--- src/design/idrt_pkg.sv ---
// ----------------------------------------------------------------------------
// idrt_pkg
// shared types and constants of the identifier remap table
// ----------------------------------------------------------------------------
package idrt_pkg;

  localparam int unsigned DefCapacity = 256;
  localparam int unsigned IdW         = 32;
  localparam int unsigned CmdW        = 2;

  // command codes, code 3 does nothing
  typedef enum logic [CmdW-1:0] {
    CMD_CLEAR  = 2'd0,
    CMD_ADD    = 2'd1,
    CMD_LOOKUP = 2'd2
  } idrt_cmd_e;

  // search token that walks the cell chain
  typedef struct packed {
    logic           active;
    logic           found;
    logic [IdW-1:0] query;
    logic [IdW-1:0] mapped;
  } idrt_token_t;

endpackage

--- src/design/idrt_cell.sv ---
// ----------------------------------------------------------------------------
// idrt_cell
// one table entry with its compare, passes the search token one step on
// ----------------------------------------------------------------------------
module idrt_cell (
  input  logic                  clk_i,
  input  logic                  rst_ni,
  input  logic                  wr_en_i,
  input  logic [idrt_pkg::IdW-1:0] wr_key_i,
  input  logic [idrt_pkg::IdW-1:0] wr_value_i,
  input  logic                  valid_i,
  input  idrt_pkg::idrt_token_t tok_i,
  output idrt_pkg::idrt_token_t tok_o
);
  import idrt_pkg::*;

  logic [IdW-1:0] key_q;
  logic [IdW-1:0] value_q;
  idrt_token_t    tok_d;
  idrt_token_t    tok_q;

  always_ff @(posedge clk_i) begin
    if (wr_en_i) begin
      key_q   <= wr_key_i;
      value_q <= wr_value_i;
    end
  end

  // later cells are newer, so a hit here overrides an earlier one
  always_comb begin
    tok_d = tok_i;
    if (tok_i.active && valid_i && (key_q == tok_i.query)) begin
      tok_d.found  = 1'b1;
      tok_d.mapped = value_q;
    end
  end

  always_ff @(posedge clk_i or negedge rst_ni) begin
    if (!rst_ni) begin
      tok_q <= '0;
    end else begin
      tok_q <= tok_d;
    end
  end

  assign tok_o = tok_q;

endmodule

--- config.mk ---
export PLATFORM = sky130hd
export DESIGN_NAME = idrt_cell
export DESIGN_NICKNAME = d
export VERILOG_FILES = /design/src/design/idrt_pkg.sv /design/src/design/idrt_cell.sv
export SDC_FILE = /design/constraint.sdc
export NUM_CORES = 1
export LEC_CHECK = 0
export ABC_AREA = 1
export BUFFER_PORTS_ARGS = -buffer_cell sky130_fd_sc_hd__buf_2
export CAP_MARGIN = 20
export CORE_MARGIN = 8
export CORE_UTILIZATION = 48
export DETAILED_ROUTE_END_ITERATION = 10
export MAX_ROUTING_LAYER = met4
export PLACE_DENSITY = 0.9
export REMOVE_ABC_BUFFERS = 1
export SLEW_MARGIN = 15
export SYNTH_ARGS = -nofsm -noshare
export SYNTH_HDL_FRONTEND = slang
export SYNTH_SLANG_ARGS = --single-unit
--- constraint.sdc ---
create_clock -name clk_i -period 1.7 [get_ports clk_i]
set_input_delay 0.17 -clock clk_i [delete_from_list [all_inputs] [get_ports clk_i]]
set_output_delay 0.17 -clock clk_i [all_outputs]
set_load 0.03 [all_outputs]
==> metrics.cfg <==
[final_layout]
final_cell_mix=199 x buf_2, 131 x dlygate4sd3_1, 119 x nand2_1
drive_gt1_share_pct=36.8
fin_area_sq_mm=0.00821
area_growth_pct=68.6
fillCellCount=539
layout_commonest_cell=buf_2
utilization_pct=83.6
fin_nets=904

[pwr]
power_leakage_uw=0.00401
power_uw=8160
irDropWorstVdd_uv=660
power.density_mw_per_mm2=994

[route]
drt_iter0_drc=354
ant_nets=0
num_vias=4519
highest_layer=met4
wl_met1_um=6220
firstDrtPassIters=5
vias_per_cell=4.90
met3_length_um=1240
avgRoutedWirePerCell_um=19.4
finalWirelength_um=17900
wl_met2_um=9680
route.detailed.drc=0

[die]
die_w_um=117
die_y_um=117
rows=36
start_util_pct=49.6
io_pins=200
core_area_sq_mm=0.00982
die_area_sq_mm=0.0136

[sta]
tightestPinTransition_ns=0.592
maxSlewViolCount=0
slew_headroom_pct=60.5
hold_violations=0
fin_crit_ns=1.69
final.setup.tns_ns=0
fin_skew_ns=0.00944
max_clock_freq_mhz=591
fin_crit_sh_pct=99.5
setup_slack_ns=0.00888
rsz0062_at_grt=true
setup_violations=0

[synth]
synth_warnings=0
syn_avg_cell_area_sq_um=11.6
ys_ff_latch=130
yosys-top-cells-area=edfxtp_1 39%, dfrtp_1 34%, nand2_1 11%, inv_1 3.9%, nand3_1 3.4%
synth_seq_area_share_pct=73.4
synth_area_sq_mm=0.00487
yosysTopAreaCellShare_pct=39.5
yosysTopAreaCell=edfxtp_1
syn_inst=418
netlist-cell-type-count=21

[clock_tree]
cts_tree=yes
clockBufferDepth=2
clkTransAtPathRegs_ns=0.06
h-tree-depth=4
numCtsBuffers=17
insertion_delay_ns=0.51
cts_root_buf=clkbuf_8
cts.sinks=130

[global_route]
grt_pass1_vias=5055
grt_max_degree=67
grt_overflow=0
grt_util_all_layers_pct=25.5
antenna_found_initial=3
grt_pass1_wl_um=24600

[placed_design]
dp_slack_ns=0.185
dp_hpwl_um=9340
gp_congestion=0.808
placed_area_sq_mm=0.00604
io_buffers=199

[setup_path]
crit_type=flip-flop to flip-flop
cp-end-kind=flip-flop
r2r_setup_slack_ns=0.009
worst_setup_path_start_kind=flip-flop
critPathRequiredTime_ns=2.08
arrival_ns=2.08
cp_max_fo=8

[job]
drv_cap=0

[status]
status=completed

[hold_path]
hp-class=input port to async pin

-- path summary, 6_finish.rpt --
| path | end | cells past startpoint | from |
|---|---|---|---|
| setup / recovery | tok_o[5] | 12 | key_q[27] |
| hold / removal | tok_o[42] | 3 | rst_ni |
| setup reg to reg | tok_o[5] | 12 | key_q[27] |
| hold reg to reg | tok_o[4] | 2 | value_q[4] |
| max in group asynchronous | tok_o[44] | 3 | rst_ni |
| min in group clk_i | key_q[8] | 2 | wr_en_i |
-- power by group --
part / internal, uW / switching [uW] / leakage (uW)
combinational: 467 / 566 / 0.00234
clock: 2240 / 1270 / 0.000276
sequential: 3530 / 82.4 / 0.00140
total: 6240 / 1920 / 0.00401
-- worst max-delay path, cell delays in order (launching register included) --
cell and delay, ns:
edfxtp_1 0.36, inv_1 0.07, nand2_1 0.10, nand2_2 0.08
inv_1 0.06, nand2_1 0.06, nor2_1 0.11, nand2_1 0.10
nor2_4 0.13, nand3_4 0.15, clkbuf_16 0.23, nand2_4 0.06
nand2_1 0.07
-- cell usage after synthesis, drive strengths merged --
library cell and number:
nand4 1, xnor2 6, nand3 34, o21ai 3, nand2 150, nor3 1, xor2 1, edfxtp 64
nor2 27, or2 1, buf 9, dfrtp 66, inv 55
-- metal layers --
layer | track usage (%) | up-vias
met5 | - | -
met4 | 17.4 | 0
met3 | 5.58 | 63
met2 | 44.4 | 274
met1 | 25.0 | 2155
li1 | - | 2027
-- state kept, by name, indices dropped and copies added (netlist names) --
register,cells
tok_o,66
key_q,32
value_q,32
-- layout make-up --
type / instances / area (sq um) / share of cell area, %
clock buffer: 27 / 492 / 5.99
inverter: 55 / 206 / 2.51
tap: 133 / 166 / 2.03
multi-input combinational: 224 / 1140 / 13.9
antenna: 6 / 15.0 / 0.183
clock inverter: 5 / 77.6 / 0.945
sequential: 130 / 3570 / 43.5
timing repair buffer: 342 / 2530 / 30.9
-- what timing repair did --
action	4_1_cts	5_1_grt
endpoints found under the hold margin	196	0
gates resized for setup	0	47
hold buffers	131	0
setup endpoints to repair	0	32
buffers inserted	0	1
-- cells by family (layout without fill, tap and decap cells) --
family          count (synthesis)  in the layout  synth area share, %
compound gates                  3              3                0.308
xor+xnor                        7              7                 1.26
buf+inv                        64            429                 6.09
flops                         130            130                 73.4
other cells                     0              6                    0
simple gates                  214            214                 18.9
-- through the flow --
stage               hold slack [ns]  cells
floorplan                    -0.126    409
global placement              0.207    747
detailed placement            0.222    747
CTS                           0.164    910
global route                  0.195    919
finish                        0.204    922
Power figures use the tool's default switching activity.
